## src/design/rpfc_pkg.sv

```systemverilog
// Package for the RGB pixel format converter.
// Holds cfg_t, byte-count and register codes and field helpers; no dependencies.
package rpfc_pkg;

  localparam int ChannelBits = 16;
  localparam int DivStages   = 16;
  localparam logic [15:0] ChanMask = 16'((32'd1 << ChannelBits) - 32'd1);

  localparam logic [2:0] Bytes1 = 3'd1;
  localparam logic [2:0] Bytes2 = 3'd2;
  localparam logic [2:0] Bytes4 = 3'd4;

  localparam logic [2:0] RegSrcMaxes  = 3'd0;
  localparam logic [2:0] RegDstMaxes  = 3'd1;
  localparam logic [2:0] RegSrcShifts = 3'd2;
  localparam logic [2:0] RegDstShifts = 3'd3;
  localparam logic [2:0] RegSrcBytes  = 3'd4;
  localparam logic [2:0] RegDstBytes  = 3'd5;

  typedef struct packed {
    logic [47:0] src_maxes;
    logic [47:0] dst_maxes;
    logic [14:0] src_shifts;
    logic [14:0] dst_shifts;
    logic [2:0]  src_bytes;
    logic [2:0]  dst_bytes;
  } cfg_t;

  function automatic logic [15:0] field_max(logic [47:0] packed_maxes, int ch);
    return packed_maxes[16*ch +: 16] & ChanMask;
  endfunction

  function automatic logic [4:0] field_shift(logic [14:0] packed_shifts, int ch);
    return packed_shifts[5*ch +: 5];
  endfunction

  function automatic logic bytes_ok(logic [2:0] b);
    return (b == Bytes1) || (b == Bytes2) || (b == Bytes4);
  endfunction

endpackage

```

## src/design/rpfc_extract.sv

```systemverilog
// Front stages: source width mask, channel extract, scale multiply.
// Depends on rpfc_pkg.
module rpfc_extract (
  input  logic                clk_i,
  input  logic                rst_ni,
  input  rpfc_pkg::cfg_t      cfg_i,
  input  logic                valid_i,
  input  logic [31:0]         pixel_i,
  output logic                valid_o,
  output logic [2:0][31:0]    num_o
);

  logic [2:0]       vld_q, vld_d;
  logic [31:0]      pix_q, pix_d;
  logic [2:0][15:0] chan_q, chan_d;
  logic [2:0][31:0] num_q, num_d;

  always_comb begin
    vld_d = {vld_q[1:0], valid_i};
    case (cfg_i.src_bytes)
      rpfc_pkg::Bytes1: pix_d = {24'b0, pixel_i[7:0]};
      rpfc_pkg::Bytes2: pix_d = {16'b0, pixel_i[15:0]};
      default:          pix_d = pixel_i;
    endcase
    for (int ch = 0; ch < 3; ch++) begin
      logic [31:0] shifted;
      logic [15:0] smax;
      logic [31:0] prod;
      shifted = pix_q >> rpfc_pkg::field_shift(cfg_i.src_shifts, ch);
      smax = rpfc_pkg::field_max(cfg_i.src_maxes, ch);
      chan_d[ch] = shifted[15:0] & smax;
      prod = 32'(chan_q[ch]) * 32'(rpfc_pkg::field_max(cfg_i.dst_maxes, ch));
      // add half the divisor for round-to-nearest on 4-byte sources
      num_d[ch] = (cfg_i.src_bytes == rpfc_pkg::Bytes4) ? prod + {17'b0, smax[15:1]} : prod;
    end
  end

  always_ff @(posedge clk_i or negedge rst_ni) begin
    if (!rst_ni) begin
      vld_q <= '0;
    end else begin
      vld_q <= vld_d;
    end
  end

  always_ff @(posedge clk_i) begin
    pix_q  <= pix_d;
    chan_q <= chan_d;
    num_q  <= num_d;
  end

  assign valid_o = vld_q[2];
  assign num_o   = num_q;

endmodule

```

## config.mk

```make
export PLATFORM = sky130hd
export DESIGN_NAME = rpfc_extract
export DESIGN_NICKNAME = d
export VERILOG_FILES = /design/src/design/rpfc_pkg.sv /design/src/design/rpfc_extract.sv
export SDC_FILE = /design/constraint.sdc
export NUM_CORES = 2
export LEC_CHECK = 0
export ABC_CLOCK_PERIOD_IN_PS = 7340
export BUFFER_PORTS_ARGS = -buffer_cell sky130_fd_sc_hd__buf_4
export CAP_MARGIN = 20
export CORE_MARGIN = 5
export CORE_UTILIZATION = 50
export CTS_CLUSTER_DIAMETER = 50
export CTS_CLUSTER_SIZE = 14
export DETAILED_ROUTE_END_ITERATION = 10
export GPL_ROUTABILITY_DRIVEN = 0
export PLACE_DENSITY = 0.68
export SKIP_CTS_REPAIR_TIMING = 1
export SYNTH_ARGS = -nofsm -noshare
export SYNTH_HDL_FRONTEND = slang
export SYNTH_SLANG_ARGS = --single-unit
```

## constraint.sdc

```tcl
create_clock -name clk_i -period 7.34 [get_ports clk_i]
set_clock_uncertainty 0.15 [all_clocks]
set_input_delay 0.734 -clock clk_i [delete_from_list [all_inputs] [get_ports clk_i]]
set_output_delay 0.734 -clock clk_i [all_outputs]
set_load 0.02 [all_outputs]
```

Yosys cells after proc, flatten, opt, wreduce, memory -nomap -nowiden
Cells that the tools add are included. W data, S select, Z words.

Add/subtract/negate cells: 3. Multipliers: 3. Equality and inequality tests: 3. Shift-type cells: 3. Multiplexer cells: 4. Bitwise operators: 3.

Operator list (number): $add A32 B15 Y32 (3); $mul A16 B16 Y32 (3); $mux W32 (3); $shr A32 B5 Y16 (3); $pmux W32 S2 (1); $and A16 B16 Y16 (3); $eq A3 B1 Y1 const B (1); $eq A3 B2 Y1 const B (1); $eq A3 B3 Y1 const B (1).

Register bits: 179. Word-level logic and storage cells: 27.

Depth between registers and ports, before layout
Depth in word-level cells: 3. Gate-level depth with buffers: 30. Mapped depth without buffers: 29.

Worst setup path after synthesis
OpenSTA, ideal clock, no wires.

Path kind: input port to flip-flop. Start: input port cfg_i[69] in the netlist's numbering. End: register num_q, in the netlist num_o[95]. Library setup time: 0.121 ns. Data arrival time: 6.696 ns. Path slack: 0.373 ns. Cell stages on the path: 25. Buffers on the path: 1. Cells stage by stage: clkbuf_1 > nand2_1 > fa_1 > fa_1 > fa_1 > fa_1 > inv_1 > fa_1 > inv_1 > fa_1 > inv_1 > ha_1 > o21ai_0 > o21ai_0 > a21oi_1 > xnor2_1 > ha_1 > nand4_1 > a211oi_1 > o21a_1 > o21a_1 > o21a_1 > nor4b_4 > nand4_1 > xnor2_1.

RTL lines: start: declaration (line rpfc_extract.sv:6) `input rpfc_pkg::cfg_t cfg_i,`; end signal: assignment (line rpfc_extract.sv:49) `num_q <= num_d;`; end: declaration (line rpfc_extract.sv:16) `logic [2:0][31:0] num_q, num_d;`.

==> reports/qor.csv <==
metric,value,unit
CTS tree,yes,
TNS Setup,0,ns
Num CTS Buffers,17,
routed wl met2,44.3,mm
# fillers,6686,
Psw,7.00,mW
Internal,6.54,mW
Final ANT Viol Nets,0,
Slew @ Worst Pin,1.01,ns
Final WS setup,0.259,ns
largest net degree at the start of global routing,69,
Tcrit/Tclk final,96.5,%
insertion delay to the later sink of the worst-skew pair,0.51,ns
Worst Hold Path Cells,1,
Final setup viols,0,
status,"finished, final reports clean",
CP arrival,7.33,ns
Max Cap Viol,0,
Static Leak,20.4,nW
Top Layer Used,met5,
Synth cell types,82,
met1 WL,43.8,mm
Sw Ratio,51.7,%
max_slew headroom,32.6,%
Clk network pwr share,7.3,%
CP Max Fanout,10,
number of global-route vias before repair,29539,
Synth Register Bits,179,
die area,79700,µm²
clock sinks,179,
R2R depth,24,
Final Hold Violating Endpoints,0,
post-route insts no fill,5400,
vias post-DR,29505,
max frequency,0.141,GHz
Main synth FF type,dfxtp_1,
Sequential Power Share,10.9,%
Die Ht,282,µm
area grow syn2layout,10.5,%
Wirelength per Cell,18.3,µm
Mapped Nets,5332,
type of origin of the critical path,flip-flop,
P per Cell Area,330,nW/µm²
IO Count,264,
"commonest non-fill, non-tap cells in the layout","713 x inv_1, 627 x nand2_1, 585 x fa_1",
metal3 WL,8.23,mm
synth top area cells,"fa_1 32%, ha_1 12%, dfxtp_1 9.5%",
die width,282,µm
"commonest non-fill, non-tap cell in the layout",inv_1,
average size of a mapped cell,8.78,µm²
"Seq/Total Area, Yosys",9.70,%
unrepaired setup endpoints after global routing,false,
htree depth,4,
residual DRC count,0,
grt total ovfl,0,
top cell type's share of synthesized area,31.6,%
initial antenna violation count,12,
Post-synth EDFFs,0,
max-slew violations,0,
Yosys warnings,0,
Hold Crit Class,input port to flip-flop,
first-pass GRT wire length,160,mm
port bufs,245,
Total Nets Final,5531,
dpl cells,5361,
HPWL after DPL,82.1,mm
Core Footprint,73200,µm²
"Design Area, Final",41000,µm²
Via density,5.46,
dpl cell area,40300,µm²
minimum clock period,7.08,ns
Initial Utilization,50.7,%
GRT Total Usage,25.2,%
synthesized cell area,37100,µm²
Worst Path Required,7.58,ns
clock slew at reported path FFs,0.08,ns
combinational power share,81.8,%
leading area contributor after synthesis,fa_1,
root buf cell,clkbuf_16,
Core Rows,99,
WL final,98.7,mm
critical path class,flip-flop to flip-flop,
maximum clock insertion buffer count,2,
Min Hold Slack,0.182,ns
Max IR drop VDD,0.000390,V
ys async rst share,1.68,%
CP Capture Type,flip-flop,
drt pass-1 iters,5,
Mapped Cells,4223,
initial DRC count,1944,
ratio of cells with drive above 1 in the final layout,12.0,%
"worst slack, placed",-0.0902,ns
power groups by stage:
| stage | Clock (mW) | Combinational [mW] | Sequential, mW |
|---|---|---|---|
| floorplan | 0 | 7.42 | 1.68 |
| global placement | 0 | 10.8 | 1.49 |
| detailed placement | 0 | 10.9 | 1.49 |
| CTS | 1.02 | 11.0 | 1.48 |
| global route | 1.05 | 12.4 | 1.51 |
| finish | 0.989 | 11.1 | 1.48 |
layout make-up:
type	count	area, µm²	share of cell area (%)
Clock inverter	13	141	0.345
Clock buffer	19	443	1.08
Sequential cell	179	3610	8.82
Inverter	717	2690	6.57
Multi-Input combinational cell	3141	30100	73.5
Antenna cell	6	15.0	0.0366
Timing Repair Buffer	366	2750	6.71
Tap cell	959	1200	2.93
stage by stage:
stage               power [mW]  util [%]
detailed placement        12.4      55.1
CTS                       13.5      55.9
global route              14.9      56.0
global placement          12.3      55.1
finish                    13.5      56.0
floorplan                 9.09         -
worst max-delay path, cell delays in order (launching register included):
cell and delay [ns]:
dfxtp_1 0.56, buf_4 0.26, and2_1 0.17, fa_1 0.41
inv_1 0.08, fa_1 0.43, fa_1 0.52, inv_1 0.06
fa_1 0.49, fa_1 0.49, inv_1 0.05, fa_1 0.47
inv_1 0.04, ha_1 0.37, nand2_1 0.10, o21ai_0 0.32
nand3_1 0.25, nand3_1 0.20, o21ai_0 0.14, buf_4 0.17
xnor2_1 0.38, nand4b_4 0.21, nor4b_4 0.34, nand4_1 0.16
xnor2_1 0.15
logic make-up (layout without fill, tap and decap cells):
kind of cell,Yosys count,count (layout),synth area share [%]
AND/OR/NAND/NOR,1350,1350,18.0
buffers and inverters,903,1115,9.17
adder cells (fa/ha/maj),942,942,43.6
XOR/XNOR,165,165,3.92
multiplexers,167,167,6.74
flip-flops,179,179,9.70
other,0,6,0
AO/OA/AOI/OAI,517,517,8.82
synthesized netlist by cell type, types with 81 or more instances:
cell,number
inv_1,713
nand2_1,628
fa_1,585
and2_1,392
ha_1,357
dfxtp_1,176
clkbuf_1,172
a21oi_1,150
o21ai_0,117
xnor2_1,111
nor2_1,99
mux2i_1,81
path summary, 6_finish.rpt:
check | startpoint | end | slack, ns
max | chan_q[38]$_DFF_P_ | num_o[95]$_DFF_P_ | 0.26
min | pixel_i[1] | pix_q[1]$_DFF_P_ | 0.18
max reg2reg | chan_q[38]$_DFF_P_ | num_o[95]$_DFF_P_ | 0.26
min reg2reg | vld_q[0]$_DFF_PN0_ | vld_q[1]$_DFF_PN0_ | 0.20
max in group asynchronous | rst_ni | vld_q[2]$_DFF_PN0_ | 6.55
min in group asynchronous | rst_ni | vld_q[1]$_DFF_PN0_ | 0.39
metal layers:
metal,GRT usage [%],up-vias
li1,-,13774
met1,35.9,14649
met2,38.6,953
met3,6.46,119
met4,6.62,10
met5,0,-
state kept, by name, summed over array words and instances (netlist names):
name    flops
chan_q     48
pix_q      32
num_o      96
vld_q       3
(Power assumes the default switching activity.)
