$ cat config.mk
export PLATFORM = sky130hd
export DESIGN_NAME = rpfc_div
export DESIGN_NICKNAME = d
export VERILOG_FILES = /design/src/design/rpfc_pkg.sv /design/src/design/rpfc_div.sv
export SDC_FILE = /design/constraint.sdc
export NUM_CORES = 1
export LEC_CHECK = 0
export BUFFER_PORTS_ARGS = -buffer_cell sky130_fd_sc_hd__buf_2
export CORE_MARGIN = 5
export CORE_UTILIZATION = 55
export DETAILED_ROUTE_END_ITERATION = 8
export PLACE_DENSITY_LB_ADDON = 0.12
export SYNTH_ARGS = -nofsm -noshare
export SYNTH_HDL_FRONTEND = slang
export SYNTH_SLANG_ARGS = --single-unit
export TNS_END_PERCENT = 20
$ cat constraint.sdc
create_clock -name clk_i -period 4.15 [get_ports clk_i]
set_input_delay 1.0375 -clock clk_i [delete_from_list [all_inputs] [get_ports clk_i]]
set_output_delay 1.0375 -clock clk_i [all_outputs]
set_load 0.005 [all_outputs]
$ cat src/design/rpfc_pkg.sv
// Package for the RGB pixel format converter.
// Holds cfg_t, byte-count and register codes and field helpers; no dependencies.
package rpfc_pkg;

  localparam int ChannelBits = 16;
  localparam int DivStages   = 16;
  localparam logic [15:0] ChanMask = 16'((32'd1 << ChannelBits) - 32'd1);

  localparam logic [2:0] Bytes1 = 3'd1;
  localparam logic [2:0] Bytes2 = 3'd2;
  localparam logic [2:0] Bytes4 = 3'd4;

  localparam logic [2:0] RegSrcMaxes  = 3'd0;
  localparam logic [2:0] RegDstMaxes  = 3'd1;
  localparam logic [2:0] RegSrcShifts = 3'd2;
  localparam logic [2:0] RegDstShifts = 3'd3;
  localparam logic [2:0] RegSrcBytes  = 3'd4;
  localparam logic [2:0] RegDstBytes  = 3'd5;

  typedef struct packed {
    logic [47:0] src_maxes;
    logic [47:0] dst_maxes;
    logic [14:0] src_shifts;
    logic [14:0] dst_shifts;
    logic [2:0]  src_bytes;
    logic [2:0]  dst_bytes;
  } cfg_t;

  function automatic logic [15:0] field_max(logic [47:0] packed_maxes, int ch);
    return packed_maxes[16*ch +: 16] & ChanMask;
  endfunction

  function automatic logic [4:0] field_shift(logic [14:0] packed_shifts, int ch);
    return packed_shifts[5*ch +: 5];
  endfunction

  function automatic logic bytes_ok(logic [2:0] b);
    return (b == Bytes1) || (b == Bytes2) || (b == Bytes4);
  endfunction

endpackage

$ cat src/design/rpfc_div.sv
// Pipelined restoring divider, one quotient bit per stage.
// Quotient is known to fit 16 bits. Depends on rpfc_pkg.
module rpfc_div (
  input  logic        clk_i,
  input  logic        rst_ni,
  input  logic        valid_i,
  input  logic [31:0] num_i,
  input  logic [15:0] den_i,
  output logic        valid_o,
  output logic [15:0] quo_o
);

  localparam int N = rpfc_pkg::DivStages;

  logic [N-1:0]  vld_q;
  logic [15:0]   rem_q [N];
  logic [15:0]   lo_q  [N];
  logic [15:0]   quo_q [N];
  logic [15:0]   rem_d [N];
  logic [15:0]   lo_d  [N];
  logic [15:0]   quo_d [N];

  for (genvar k = 0; k < N; k++) begin : g_stage
    logic [15:0] rem_in, lo_in, quo_in;

    if (k == 0) begin : g_first
      assign rem_in = num_i[31:16];
      assign lo_in  = num_i[15:0];
      assign quo_in = '0;
    end else begin : g_next
      assign rem_in = rem_q[k-1];
      assign lo_in  = lo_q[k-1];
      assign quo_in = quo_q[k-1];
    end

    always_comb begin
      logic [16:0] trial;
      logic        ge;
      trial    = {rem_in, lo_in[15]};
      ge       = trial >= {1'b0, den_i};
      rem_d[k] = ge ? 16'(trial - {1'b0, den_i}) : trial[15:0];
      lo_d[k]  = {lo_in[14:0], 1'b0};
      quo_d[k] = {quo_in[14:0], ge};
    end

    always_ff @(posedge clk_i) begin
      rem_q[k] <= rem_d[k];
      lo_q[k]  <= lo_d[k];
      quo_q[k] <= quo_d[k];
    end
  end

  always_ff @(posedge clk_i or negedge rst_ni) begin
    if (!rst_ni) begin
      vld_q <= '0;
    end else begin
      vld_q <= {vld_q[N-2:0], valid_i};
    end
  end

  assign valid_o = vld_q[N-1];
  assign quo_o   = quo_q[N-1];

endmodule

# Word-level counts from Yosys, hierarchy flattened
# Memory sizes are Yosys's and may differ from the RTL's.
# Index checks and enable logic that the tools add are counted.
# Widths: inputs -> output; s select.
# classes
order_cmp	16
addsub	16
muxes	16
# ops
operator	count
$ge 17x16->1	16
$mux 16	16
$sub 16x16->16	16
# word_totals
elab_cells	52
ram_bits	752
ff_bits	16
out_inout_bits	17
mem_count	3
in_bits	51
# memory_table
name	depth	width	read_ports	rd_clocked_by_memory_dff	write_ports	line	source
quo_q	16	16	16	0	16	rpfc_div.sv:18	logic [15:0] quo_q [N];
rem_q	16	16	15	0	16	rpfc_div.sv:16	logic [15:0] rem_q [N];
lo_q	16	15	15	0	16	rpfc_div.sv:17	logic [15:0] lo_q [N];

# Depth between registers and ports, before layout
# An unclocked memory read counts as a cell.
# depth
depth_word	3
depth_mapped	12
ltp_nobuf	11

# Worst setup path before layout
# OpenSTA, ideal clock, no wires.
# synth_path
path_type	input -> register
from	input port den_i[3]
to	memory rem_q[8][10], in the netlist rem_q[1][10]
t_arrival_ps	3753
path_buffers	1
t_required_ps	4027
setup_ps	123
cell_stages	11
slack_ps	274
path_cell_list	inv_1 -> ha_1 -> a21o_1 -> a21oi_2 -> o21ai_2 -> a221oi_2 -> o31ai_1 -> or4_4 -> a21oi_4 -> buf_6 -> mux2_1
# synth_rtl
item	line	source
start: declaration	rpfc_div.sv:8	input logic [15:0] den_i,
end: declaration	rpfc_div.sv:16	

==> impl_metrics.env <==
export IMPL_status="finished, final reports clean"
export IMPL_dr_wl_met2_mm=27.0
export IMPL_syn_area_mm2=0.0248
export IMPL_clk_pin_slew_ns=0.06
export IMPL_critical_path_top_delay_family="compound AO/OA/AOI/OAI gates"
export IMPL_powerDensity_mw_per_mm2=921
export IMPL_clockRootBuffer="clkbuf_16"
export IMPL_htree_levels=2
export IMPL_clock_latency_ns=0.59
export IMPL_fin_crit_sh=0.843
export IMPL_grt_max_degree=32
export IMPL_placed_cells=3135
export IMPL_num_rows=77
export IMPL_setup_viol=0
export IMPL_cp_data_required_time_ns=4.62
export IMPL_cpPeakStageDelay_ns=0.56
export IMPL_fin_cells=3227
export IMPL_path_max_fanout=17
export IMPL_routedWlPerCell_um=18.5
export IMPL_crit_buf_inv=4
export IMPL_routabilityCongestion=0.912
export IMPL_fp_dieArea_mm2=0.0495
export IMPL_async_flop_share=0.0313
export IMPL_drtIter0Drc=1168
export IMPL_postCtsHoldBufs=0
export IMPL_min_period_ns=3.50
export IMPL_port_buffers=67
export IMPL_initial_utilization=0.559
export IMPL_n_antenna_cell=0
export IMPL_fin_util=0.638
export IMPL_leakagePower_nw=12.6
export IMPL_endpoint_kind="register"
export IMPL_clock_skew_ns=0.0101
export IMPL_postCtsSetupBuffers=0
export IMPL_crit_path_top_delay_cell="or4_1"
export IMPL_numCtsBuffers=51
export IMPL_nets=2918
export IMPL_synth_edf_count=0
export IMPL_core_mm2=0.0444
export IMPL_dp_final_hpwl_mm=43.8
export IMPL_routed_via_density=5.71
export IMPL_start_kind="input pin"
export IMPL_hold_viol=0
export IMPL_grt_usage=0.236
export IMPL_met1_length_mm=27.8
export IMPL_drv_slew=0
export IMPL_setup_slack_ns=0.653
export IMPL_wl_mm=59.8
export IMPL_ys_ff_latch=512
export IMPL_drc_errors=0
export IMPL_synth_cell_types=82
export IMPL_total_power_mw=26.1
export IMPL_cts_buffer_depth=3
export IMPL_detail_route_antenna_nets=0
export IMPL_multi_input_comb_area_mm2=0.0139
export IMPL_overflow=0
export IMPL_num_vias=18400
export IMPL_worstMarginPinSlew_ns=0.711
export IMPL_path_cells="buf_2 > inv_1 > buf_4 > ha_1 > nor2b_1 > o21a_1 > o21ai_1 > a21oi_1 > or4_1 > a311oi_1 > o21a_1 > buf_12 > mux2_2"
export IMPL_max_freq_mhz=286
export IMPL_post_cts_resized=0
export IMPL_maxSlewHeadroom=0.525
export IMPL_synth_main_ff_cell="dfxtp_1"
export IMPL_crit_top_cell="o21a_1"
export IMPL_regArea_mm2=0.0103
export IMPL_max_cap_violations=0
export IMPL_syn_avg_cell_area_um2=10.2
export IMPL_timing_hold_ws_ns=0.319
export IMPL_yosysWarnings=0
export IMPL_dpl_cell_area_mm2=0.0265
export IMPL_area_growth_pct=14.2
export IMPL_holdCritPathClass="register to register"
export IMPL_cts_tree="done"
export IMPL_setup_tns_ns=0
export IMPL_grt_pass1_vias=18300
export IMPL_final_cell_area_mm2=0.0283
export IMPL_die_y_um=222
export IMPL_cts_sinks=512
export IMPL_drive_above_1_share=0.165
export IMPL_wl_met3_mm=3.24
export IMPL_cp_arrival_ns=3.96
export IMPL_irDropWorstVdd_mv=0.502
export IMPL_fillCellCount=3633
export IMPL_synth_nets=2761
export IMPL_place_ws_ns=0.106
export IMPL_drt_pre_antenna_iters=5
export IMPL_rsz0062_at_grt="false"
export IMPL_crit_type="input pin to register"
export IMPL_boundaryPins=68
export IMPL_top_layer_used="met4"
export IMPL_ys_seq_area_frac=0.416
export IMPL_synth_cells=2439
export IMPL_antenna_found_initial=0
export IMPL_die_w_um=222
export IMPL_grt_pass1_wl_mm=95.7
==> logic make-up after synthesis <==
group,synth area share
compound gates,0.161
fa+ha+maj,0.141
xor+xnor,0.0554
simple gates,0.107
flops,0.416
buf+inv,0.0244
mux,0.0949
==> path summary, 6_finish.rpt <==
| check | startpoint | endpoint | slack [ns] | cells after the start |
|---|---|---|---|---|
| worst min register to register | lo_q[0][18] | lo_q[0][34] | 0.32 | 0 |
| worst min-delay path | lo_q[0][18] | lo_q[0][34] | 0.32 | 0 |
| worst max-delay path | den_i[1] | rem_q[1][82] | 0.65 | 13 |
| max in group asynchronous | rst_ni | vld_q[5] | 3.53 | 1 |
| min in group asynchronous | rst_ni | vld_q[2] | 0.36 | 1 |
| worst max register to register | lo_q[0][104] | rem_q[0][124] | 1.06 | 11 |
==> cell usage after synthesis, types with 7 or more instances <==
| master | instances | area (µm²) |
|---|---|---|
| dfxtp_1 | 496 | 9930 |
| ha_1 | 256 | 3200 |
| mux2_2 | 171 | 1930 |
| nor2_1 | 165 | 619 |
| a21oi_1 | 137 | 686 |
| o21ai_0 | 122 | 611 |
| inv_1 | 113 | 424 |
| xnor2_1 | 108 | 946 |
| nand2_1 | 104 | 390 |
| a21o_1 | 82 | 616 |
| xor2_1 | 49 | 429 |
| o21a_1 | 46 | 345 |
| nor2b_1 | 45 | 282 |
| nand3_1 | 44 | 220 |
| nand2b_1 | 42 | 263 |
| mux2i_1 | 35 | 350 |
| nand4_1 | 30 | 188 |
| nor3_1 | 29 | 145 |
| a31oi_1 | 24 | 150 |
| o21bai_1 | 19 | 143 |
| a211oi_1 | 18 | 135 |
| clkbuf_1 | 18 | 67.6 |
| dfrtp_1 | 16 | 400 |
| nor4_1 | 16 | 100 |
| fa_1 | 15 | 300 |
| a21boi_0 | 14 | 105 |
| o31ai_1 | 13 | 97.6 |
| and3_1 | 12 | 75.1 |
| buf_2 | 10 | 50.1 |
| o211ai_1 | 10 | 75.1 |
| or2_2 | 10 | 62.6 |
| o22ai_1 | 9 | 56.3 |
| or4_1 | 8 | 60.1 |
| a2111oi_0 | 7 | 61.3 |
| a221oi_1 | 7 | 61.3 |
| mux2_1 | 7 | 78.8 |
| o31a_1 | 7 | 61.3 |
| or3_1 | 7 | 43.8 |
==> placed cells by master, fill, tap and decap left out, drive strengths merged, types with 8 or more instances in the layout <==
cell / n
o31ai: 13
mux2: 178
nand2: 104
bufinv: 9
or2: 11
mux2i: 35
nand3: 44
nor2: 165
ha: 256
a31oi: 25
clkbuf: 65
inv: 118
a21o: 82
nand2b: 42
nand4: 30
nor2b: 45
nor3: 29
a211oi: 18
o22ai: 9
and3: 12
o21ai: 127
xor2: 49
clkinv: 11
xnor2: 108
o211ai: 12
a21boi: 15
o21a: 46
a21oi: 140
nor4: 16
fa: 15
or4: 9
a221oi: 8
buf: 140
o21bai: 19
dfrtp: 16
dfxtp: 496
==> sequential cells by signal, indices dropped and copies added (netlist names) <==
name / flops
quo_q: 136
lo_q: 120
rem_q: 240
vld_q: 16
==> worst reg2reg max path, cell delays in order (launching register included) <==
cell and delay [ns]:
dfxtp_1 0.39, inv_1 0.09, ha_1 0.22, fa_1 0.42, nor2b_1 0.12, o21ai_0 0.11
a21boi_0 0.29, o41ai_1 0.15, o32ai_1 0.51, nor3_1 0.11, a311o_1 0.34, mux2_2 0.26
==> layer usage <==
| metal | vias up | global-route usage |
|---|---|---|
| met5 | - | 0 |
| met4 | 0 | 0.0755 |
| met3 | 117 | 0.0339 |
| met2 | 507 | 0.385 |
| met1 | 8647 | 0.325 |
| li1 | 9161 | - |
==> power by group <==
| part | internal (mW) | switching (mW) |
|---|---|---|
| Sequential | 6.90 | 1.04 |
| Clock | 3.04 | 1.95 |
| Combinational | 6.54 | 6.63 |
==> final cells by class <==
class                           instances  share of cell area
Multi-Input combinational cell       1777               0.490
Sequential cell                       512               0.365
Clock buffer                           65              0.0511
Timing Repair Buffer                  140              0.0387
Tap cell                              592              0.0261
Inverter                              114              0.0151
Clock inverter                         27              0.0140
(Power assumes the default switching activity.)
