[src/design/rpfc_pkg.sv]
// Package for the RGB pixel format converter.
// Holds cfg_t, byte-count and register codes and field helpers; no dependencies.
package rpfc_pkg;

  localparam int ChannelBits = 16;
  localparam int DivStages   = 16;
  localparam logic [15:0] ChanMask = 16'((32'd1 << ChannelBits) - 32'd1);

  localparam logic [2:0] Bytes1 = 3'd1;
  localparam logic [2:0] Bytes2 = 3'd2;
  localparam logic [2:0] Bytes4 = 3'd4;

  localparam logic [2:0] RegSrcMaxes  = 3'd0;
  localparam logic [2:0] RegDstMaxes  = 3'd1;
  localparam logic [2:0] RegSrcShifts = 3'd2;
  localparam logic [2:0] RegDstShifts = 3'd3;
  localparam logic [2:0] RegSrcBytes  = 3'd4;
  localparam logic [2:0] RegDstBytes  = 3'd5;

  typedef struct packed {
    logic [47:0] src_maxes;
    logic [47:0] dst_maxes;
    logic [14:0] src_shifts;
    logic [14:0] dst_shifts;
    logic [2:0]  src_bytes;
    logic [2:0]  dst_bytes;
  } cfg_t;

  function automatic logic [15:0] field_max(logic [47:0] packed_maxes, int ch);
    return packed_maxes[16*ch +: 16] & ChanMask;
  endfunction

  function automatic logic [4:0] field_shift(logic [14:0] packed_shifts, int ch);
    return packed_shifts[5*ch +: 5];
  endfunction

  function automatic logic bytes_ok(logic [2:0] b);
    return (b == Bytes1) || (b == Bytes2) || (b == Bytes4);
  endfunction

endpackage

[src/design/rpfc_pack.sv]
// Output stage: place scaled channels, merge, cut to target width.
// Depends on rpfc_pkg.
module rpfc_pack (
  input  logic             clk_i,
  input  logic             rst_ni,
  input  rpfc_pkg::cfg_t   cfg_i,
  input  logic             valid_i,
  input  logic [2:0][15:0] quo_i,
  output logic             valid_o,
  output logic [31:0]      pixel_o
);

  logic        vld_q;
  logic [31:0] pix_q, pix_d;

  always_comb begin
    logic [31:0] merged;
    merged = '0;
    for (int ch = 0; ch < 3; ch++) begin
      // drop channels with a zero source max
      if (rpfc_pkg::field_max(cfg_i.src_maxes, ch) != 16'd0) begin
        merged = merged |
                 ({16'b0, quo_i[ch]} << rpfc_pkg::field_shift(cfg_i.dst_shifts, ch));
      end
    end
    case (cfg_i.dst_bytes)
      rpfc_pkg::Bytes1: pix_d = {24'b0, merged[7:0]};
      rpfc_pkg::Bytes2: pix_d = {16'b0, merged[15:0]};
      default:          pix_d = merged;
    endcase
    if (!rpfc_pkg::bytes_ok(cfg_i.src_bytes) || !rpfc_pkg::bytes_ok(cfg_i.dst_bytes)) begin
      pix_d = '0;
    end
  end

  always_ff @(posedge clk_i or negedge rst_ni) begin
    if (!rst_ni) begin
      vld_q <= 1'b0;
    end else begin
      vld_q <= valid_i;
    end
  end

  always_ff @(posedge clk_i) begin
    pix_q <= pix_d;
  end

  assign valid_o = vld_q;
  assign pixel_o = pix_q;

endmodule

[config.mk]
export PLATFORM = sky130hd
export DESIGN_NAME = rpfc_pack
export DESIGN_NICKNAME = d
export VERILOG_FILES = /design/src/design/rpfc_pkg.sv /design/src/design/rpfc_pack.sv
export SDC_FILE = /design/constraint.sdc
export NUM_CORES = 1
export LEC_CHECK = 0
export ABC_AREA = 1
export BUFFER_PORTS_ARGS = -buffer_cell sky130_fd_sc_hd__buf_2
export CAP_MARGIN = 20
export CORE_UTILIZATION = 48
export CTS_CLUSTER_DIAMETER = 40
export DETAILED_ROUTE_END_ITERATION = 7
export PLACE_DENSITY = 0.81
export SLEW_MARGIN = 10
export SYNTH_ARGS = -nofsm -noshare
export SYNTH_HDL_FRONTEND = slang
export SYNTH_SLANG_ARGS = --single-unit
[constraint.sdc]
create_clock -name clk_i -period 0.8 [get_ports clk_i]
set_input_delay 0.08 -clock clk_i [delete_from_list [all_inputs] [get_ports clk_i]]
set_output_delay 0.08 -clock clk_i [all_outputs]
set_load 0.05 [all_outputs]
==> results by group, run 1 <==
Status
  – Status: aborted with a tool error
  – Failed at: 5_1_grt
  – Error that stopped the run: [ERROR GRT-0232] Routing congestion too high. Check the congestion heatmap in the GUI.

Synthesis
  – Yosys top cell area share: 0.319
  – EDFF count, synth: 0
  – Post-synth top flop: dfxtp_1
  – Register area share after synthesis: 0.141
  – Synth cell types: 32
  – Syn nets: 1101
  – Post-synth ARST share: 0.0303
  – Most numerous cell in the Yosys netlist: nand3_1
  – Synth Area per Inst: 5.16 um2
  – Synth Warn #: 0
  – Ranking of synthesized cells by area: nand3_1, nand2_1, dfxtp_1, nor2_1, inv_1
  – Top cells by count, synth: nand3_1, nand2_1, nor2_1, inv_1, dfxtp_1
  – Register bit total from synthesis: 33
  – Area leader, netlist: nand3_1
  – Post-synth design cell area: 0.00474 mm2
  – Cells after Synth: 918

Floorplanning
  – Io pins: 216
  – Die X: 101 um
  – Chip height: 101 um
  – Initial core utilization: 0.503
  – Rows: 35

Clock tree
  – Root buffer selected by CTS: clkbuf_8
  – CTS Buf Count: 5
  – CTS H-Tree Depth: 2
  – Sink Count: 33
  – Clk buf depth: 2

Global route
  – Gr usage total: 0.693
  – GRT overflow: 6
  – Largest net degree at the start of global routing: 25

Place
  – PortBufs: 152
  – Placed cells: 1248
  – Hpwl dp: 15100 um
  – Gpl congestion: 1.03

Timing
  – Worst EP Category: sequential cell input
  – GR repair worst EP: pixel_o[31]$_SDFF_PP0_/D
## repair_timing
action                                  4_1_cts
hold endpoints to repair                      2
pin swaps                                    93
cloned                                        5
hold buffers                                  2
gates resized for setup                     283
setup buffers                                 8
endpoints found under the setup margin       65
## cell families after synthesis
group / after synthesis / share of synthesized area
and+or+nand+nor: 721 / 0.676
buffers and inverters: 112 / 0.121
AOI/OAI and AO/OA: 52 / 0.0626
DFF: 33 / 0.141
## per-stage QoR
stage,setup TNS (ns),hold WS [ns],instance area (um2),worst slack [ns]
global placement,-21.12,-0.145,6340,-0.820
CTS,-8.20,0.0922,7530,-0.265
detailed placement,-21.94,-0.144,6340,-0.864
floorplan,-8.03,-0.216,5000,-0.277
## routing by layer
metal | track usage | overflow
met4 | 0.738 | 4
met5 | 0.202 | 0
met2 | 0.896 | 2
met1 | 0.666 | 0
met3 | 0.515 | 0
==> run 2: changes to the inputs <==
CORE_UTILIZATION = 33   (was 48)
CTS_CLUSTER_DIAMETER = default   (was 40)
PLACE_DENSITY = default   (was 0.81)
PLACE_DENSITY_LB_ADDON = 0.15   (was default)
==> run 2 against run 1 <==
The flow now finishes, with violations (negative setup slack). Synthesized cell count did not move. Area after synthesis unchanged.
==> results by group, run 2 <==
Floorplanning
  – Rows: 43
  – Initial core utilization: 0.340
  – Io pins: 216
  – Die area: 0.0148 mm2
  – Die X: 122 um
  – Chip height: 122 um
  – Core area: 0.0139 mm2

Synthesis
  – Post-Synth Adder-Cell Area: 0
  – Synth cell types: 32
  – Main combinational cell family by area after synthesis: simple AND/OR/NAND/NOR gates
  – Register area share after synthesis: 0.141
  – Ranking of synthesized cells by area: nand3_1, nand2_1, dfxtp_1, nor2_1, inv_1
  – Most numerous cell in the Yosys netlist: nand3_1
  – Yosys top cell area share: 0.319
  – Cells after Synth: 918
  – Simple-gate area share of the yosys netlist: 0.676
  – Mux contribution to synthesized area: 0
  – Synth Warn #: 0
  – Top cells by count, synth: nand3_1, nand2_1, nor2_1, inv_1, dfxtp_1
  – Area leader, netlist: nand3_1
  – Post-synth design cell area: 0.00474 mm2
  – Post-synth top flop: dfxtp_1
  – EDFF count, synth: 0
  – Complex-gate fraction of the synthesized area: 0.0626
  – Register bit total from synthesis: 33
  – Post-synth ARST share: 0.0303
  – Syn nets: 1101
  – Synth Area per Inst: 5.16 um2
  – Post-synthesis xor/xnor area fraction: 0

Worst hold path
  – Min-Delay Path Class: in2async

Timing
  – Part of the cycle the worst path needs: 1.38
  – Final Critical Period: 1.10 ns
  – RSZ-0062 raised after global routing: yes
  – Slew margin rel.: 0.798
  – Slew @ Worst Pin: 0.301 ns
  – Final TNS setup: -8.44 ns
  – Final Hold Viols: 0
  – Fmax: 906 MHz
  – Final slew viol count: 0
  – Final Setup Violations: 65
  – Worst Slack Setup Final: -0.304 ns

Global route
  – Initial antenna violation count: 0
  – Vias in the first global route: 6638
  – First-pass GRT wire length: 31900 um
  – Largest net degree at the start of global routing: 25
  – Gr usage total: 0.271
  – GRT overflow: 0

Final layout
  – Final-layout fill cell count: 1341
  – Commonest non-fill, non-tap cells in the layout: nand2_1, nand3_1, nand3_2
  – Most common cell after layout, fill and taps aside: nand2_1
  – Share of layout cells above drive strength 1: 0.542
  – Post-route cell area: 0.00860 mm2
  – FF+latch area: 704 um2
  – Footprint of the multi-input gates: 0.00494 mm2
  – Core Util, Final: 0.617
  – Synthesis-to-finish area growth: 81.5%
  – Max reg flops: 32
  – ANT cells: 0
  – Filler-free cell count of the finished design: 1305
  – Nets: 1308

Worst setup path
  – Arrival @ worst endpoint: 1.26 ns
  – Kind of critical path: in2reg
  – Crit end category: flop
  – Critical path required time: 0.96 ns
  – CP top delay family: simple AND/OR/NAND/NOR gates
  – CP max stage delay: 0.15 ns
  – Startpoint class of the critical path: primary input
  – Crit path top cell by count: nand3_1
  – Stages on worst setup path: 10
  – CP Max Fanout: 7
  – Crit path cell chain: buf_12, buf_8, nand2_1, nand3_1, nand3_1, nand3_2, nand2_2, nor2_1, nor2_2, a21oi_2
  – Worst path slowest cell: nand3_1
  – CP bufs+invs: 2

Routing
  – Residual DRC count: 0
  – Total number of vias: 7078
  – Vias per std cell: 5.42
  – Antenna-violating nets left: 0
  – Pre-antenna DRT Iters: 5
  – Routed wire per std cell: 16.1 um
  – Drt total wl: 21000 um
  – Initial DRC count: 589

Place
  – Placed cells: 1278
  – Placed inst area: 0.00631 mm2
  – Hpwl dp: 15900 um
  – PortBufs: 152
  – Worst slack at placement: -0.802 ns
  – Gpl congestion: 0.990

Clock tree
  – Clk buf depth: 2
  – CTS H-Tree Depth: 2
  – CTS tree: done
  – Sink Count: 33
  – CTS Buf Count: 5
  – Reg clk slew, reported paths: 0.05 ns
  – Root buffer selected by CTS: clkbuf_16

Pwr
  – Pwr Density: 964 mW/mm2
  – Maximum vdd ir drop: 0.569 mV
  – P_leak: 4.23 nW

Status
  – Violated checks: negative setup slack
  – Status: finished, violations left

Job
  – Max Cap Viol: 0
run 2: cell counts after synthesis:
No cell type changed its count.
run 2: area by class of cell:
class / instances / share of cell area
Timing Repair Buffer: 246 / 0.263
Timing Repair inverter: 1 / 0.000582
Clock buffer: 6 / 0.0150
Multi-Input combinational cell: 773 / 0.575
Tap cell: 180 / 0.0262
Clock inverter: 1 / 0.000582
Sequential cell: 33 / 0.0820
Inverter: 65 / 0.0378
run 2: cells by family after synthesis:
kind of cell           after synthesis
AO/OA/AOI/OAI                       52
buffers and inverters              112
flip-flops                          33
AND/OR/NAND/NOR                    721
run 2: worst paths after layout:
| check | start | end |
|---|---|---|
| max | cfg_i[6] | pixel_o[28] |
| max in group asynchronous | rst_ni | valid_o |
| min | rst_ni | valid_o |
| min in group clk_i | cfg_i[20] | pixel_o[4] |
run 2: report_power, final:
group	internal, mW	switching (mW)	leakage, nW
Sequential	1.72	0.0391	0.286
Clock	1.13	0.647	0.0667
Combinational	1.90	2.85	3.87
run 2: metrics by stage:
stage	total power, mW	hold WS (ns)
2_1_floorplan	4.03	-0.216
3_3_place_gp	5.28	-0.146
3_5_place_dp	5.28	-0.143
4_1_cts	7.68	0.102
5_1_grt	8.76	0.124
6_report	8.28	0.118
run 2: repair_timing:
action                                 in CTS  in global routing
gates cloned                                3                  3
gates resized for setup                   290                216
pin swaps                                  89                 74
endpoints found under the hold margin       2                  0
buffers inserted                            6                  6
hold buffers                                2                  0
setup endpoints to repair                  65                 65
run 2: routing by layer:
layer  up-vias  share of wire  global-route usage
li1       3482              -                   -
met1      3253           0.42               0.341
met2       287           0.49               0.466
met3        56          0.056              0.0300
met4         0          0.038               0.113
met5         -              0                   0
(Power assumes the default switching activity.)
==> run 3: changes to the inputs <==
TNS_END_PERCENT = 5   (was default)
==> run 3 against run 2 <==
The run still ends with negative setup slack left. Combinational power fell by 6.1%. Count of clock-buffer cells in the layout fell by 1. Global-route usage fell by 0.41 points. Utilization fell by 2.6 points. Flip-flop and latch count did not move. Sequential power barely moved. Critical path depth did not move. Highest routed layer unchanged.
==> results by group, run 3 (same netlist as run 2, synthesis figures left out) <==
Timing
  – Slew margin rel.: 0.721
  – Fmax: 918 MHz
  – Worst Slack Setup Final: -0.289 ns
  – Slew @ Worst Pin: 0.418 ns
  – Final TNS setup: -8.35 ns
  – Final slew viol count: 0
  – Final Setup Violations: 65
  – RSZ-0062 raised after global routing: yes
  – Final Critical Period: 1.09 ns
  – Part of the cycle the worst path needs: 1.36
  – Final Hold Viols: 0
  – Hold Slack: 0.125 ns

Pwr
  – Total power draw: 8.08 mW
  – Maximum vdd ir drop: 0.944 mV
  – P_leak: 4.19 nW
  – Pwr Density: 982 mW/mm2

Global route
  – GRT overflow: 0
  – First-pass GRT wire length: 31100 um
  – Gr usage total: 0.267
  – Vias in the first global route: 6348
  – Largest net degree at the start of global routing: 23
  – Initial antenna violation count: 0

Floorplanning
  – Die area: 0.0148 mm2
  – Die X: 122 um
  – Core area: 0.0139 mm2
  – Chip height: 122 um
  – Io pins: 216
  – Initial core utilization: 0.340
  – Rows: 43

Final layout
  – Final-layout fill cell count: 1421
  – Share of layout cells above drive strength 1: 0.493
  – Most common cell after layout, fill and taps aside: nand2_1
  – Synthesis-to-finish area growth: 73.8%
  – Nets: 1331
  – ANT cells: 0
  – Commonest non-fill, non-tap cells in the layout: nand2_1, nand3_1, nand3_2
  – Post-route cell area: 0.00823 mm2
  – Max reg flops: 32

Clock tree
  – CTS Buf Count: 5
  – Sink Count: 33
  – Reg clk slew, reported paths: 0.06 ns
  – CTS H-Tree Depth: 2
  – Clk buf depth: 2
  – CTS tree: done
  – Root buffer selected by CTS: clkbuf_16

Routing
  – Total number of vias: 7210
  – Residual DRC count: 0
  – Pre-antenna DRT Iters: 6
  – Drt total wl: 21200 um
  – Antenna-violating nets left: 0
  – Initial DRC count: 471
  – Routed wire per std cell: 15.9 um
  – Vias per std cell: 5.43

Worst setup path
  – Arrival @ worst endpoint: 1.24 ns
  – Startpoint class of the critical path: primary input
  – Crit path from: cfg_i[16]
  – CP top delay family: simple AND/OR/NAND/NOR gates
  – CP Max Fanout: 11
  – Kind of critical path: in2reg
  – Crit path top cell by count: nand3_1
  – CP bufs+invs: 2
  – Worst path slowest cell: buf_4
  – Crit end category: flop
  – Critical path required time: 0.95 ns
  – Crit path cell chain: buf_4, buf_12, nand2_1, nand3_1, nand3_2, nand3_1, nand3_1, nand3_1, nor2_1, nor2_1
  – CP max stage delay: 0.16 ns

Status
  – Violated checks: negative setup slack
  – Status: finished, violations left

Place
  – Gpl congestion: 0.962
  – PortBufs: 152
  – Hpwl dp: 16200 um
  – Placed inst area: 0.00629 mm2

Job
  – Max Cap Viol: 0

Worst hold path
  – Min-Delay Path Class: in2async
-- run 3: cell type report --
cell class                      count  area [um2]  share of cell area
Sequential cell                    33         711              0.0863
Timing Repair inverter              2        15.0             0.00182
Multi-Input combinational cell    773        4500               0.547
Timing Repair Buffer              268        2350               0.285
Inverter                           65         292              0.0354
Clock inverter                      3        17.5             0.00213
Clock buffer                        5         125              0.0152
Tap cell                          180         225              0.0274
-- run 3: final timing paths --
path,to,slack [ns],cells after the start
setup / recovery,pixel_o[24],-0.29,10
hold / removal,valid_o,0.13,2
max in group asynchronous,valid_o,0.59,2
min in group clk_i,pixel_o[20],0.27,6
-- run 3: per-stage QoR --
| stage | setup slack, ns | utilization | std cells |
|---|---|---|---|
| after floorplan | -0.277 | - | 918 |
| after global placement | -0.783 | 0.451 | 1300 |
| after detailed placement | -0.773 | 0.451 | 1300 |
| after CTS | -0.327 | 0.515 | 1321 |
| after global routing | -0.358 | 0.591 | 1329 |
| final | -0.289 | 0.591 | 1329 |
-- run 3: repair_timing --
item,in CTS,in global routing
endpoints found under the setup margin,65,65
gates cloned,1,3
setup buffers,10,5
hold buffers,2,0
resized for setup,206,242
pin swaps,30,79
hold endpoints to repair,2,0
-- run 3: layer usage --
metal | GRT usage | up-vias | wire length (um)
li1 | - | 3518 | -
met1 | 0.348 | 3334 | 8790
met3 | 0.0169 | 43 | 1220
met5 | 0 | - | 0
met2 | 0.465 | 315 | 10500
met4 | 0.0895 | 0 | 605
-- run 3: report_power, final --
group	total, mW	internal (mW)	switching (mW)
clock network	1.87	1.14	0.727
logic	4.46	1.81	2.65
registers	1.76	1.71	0.0442
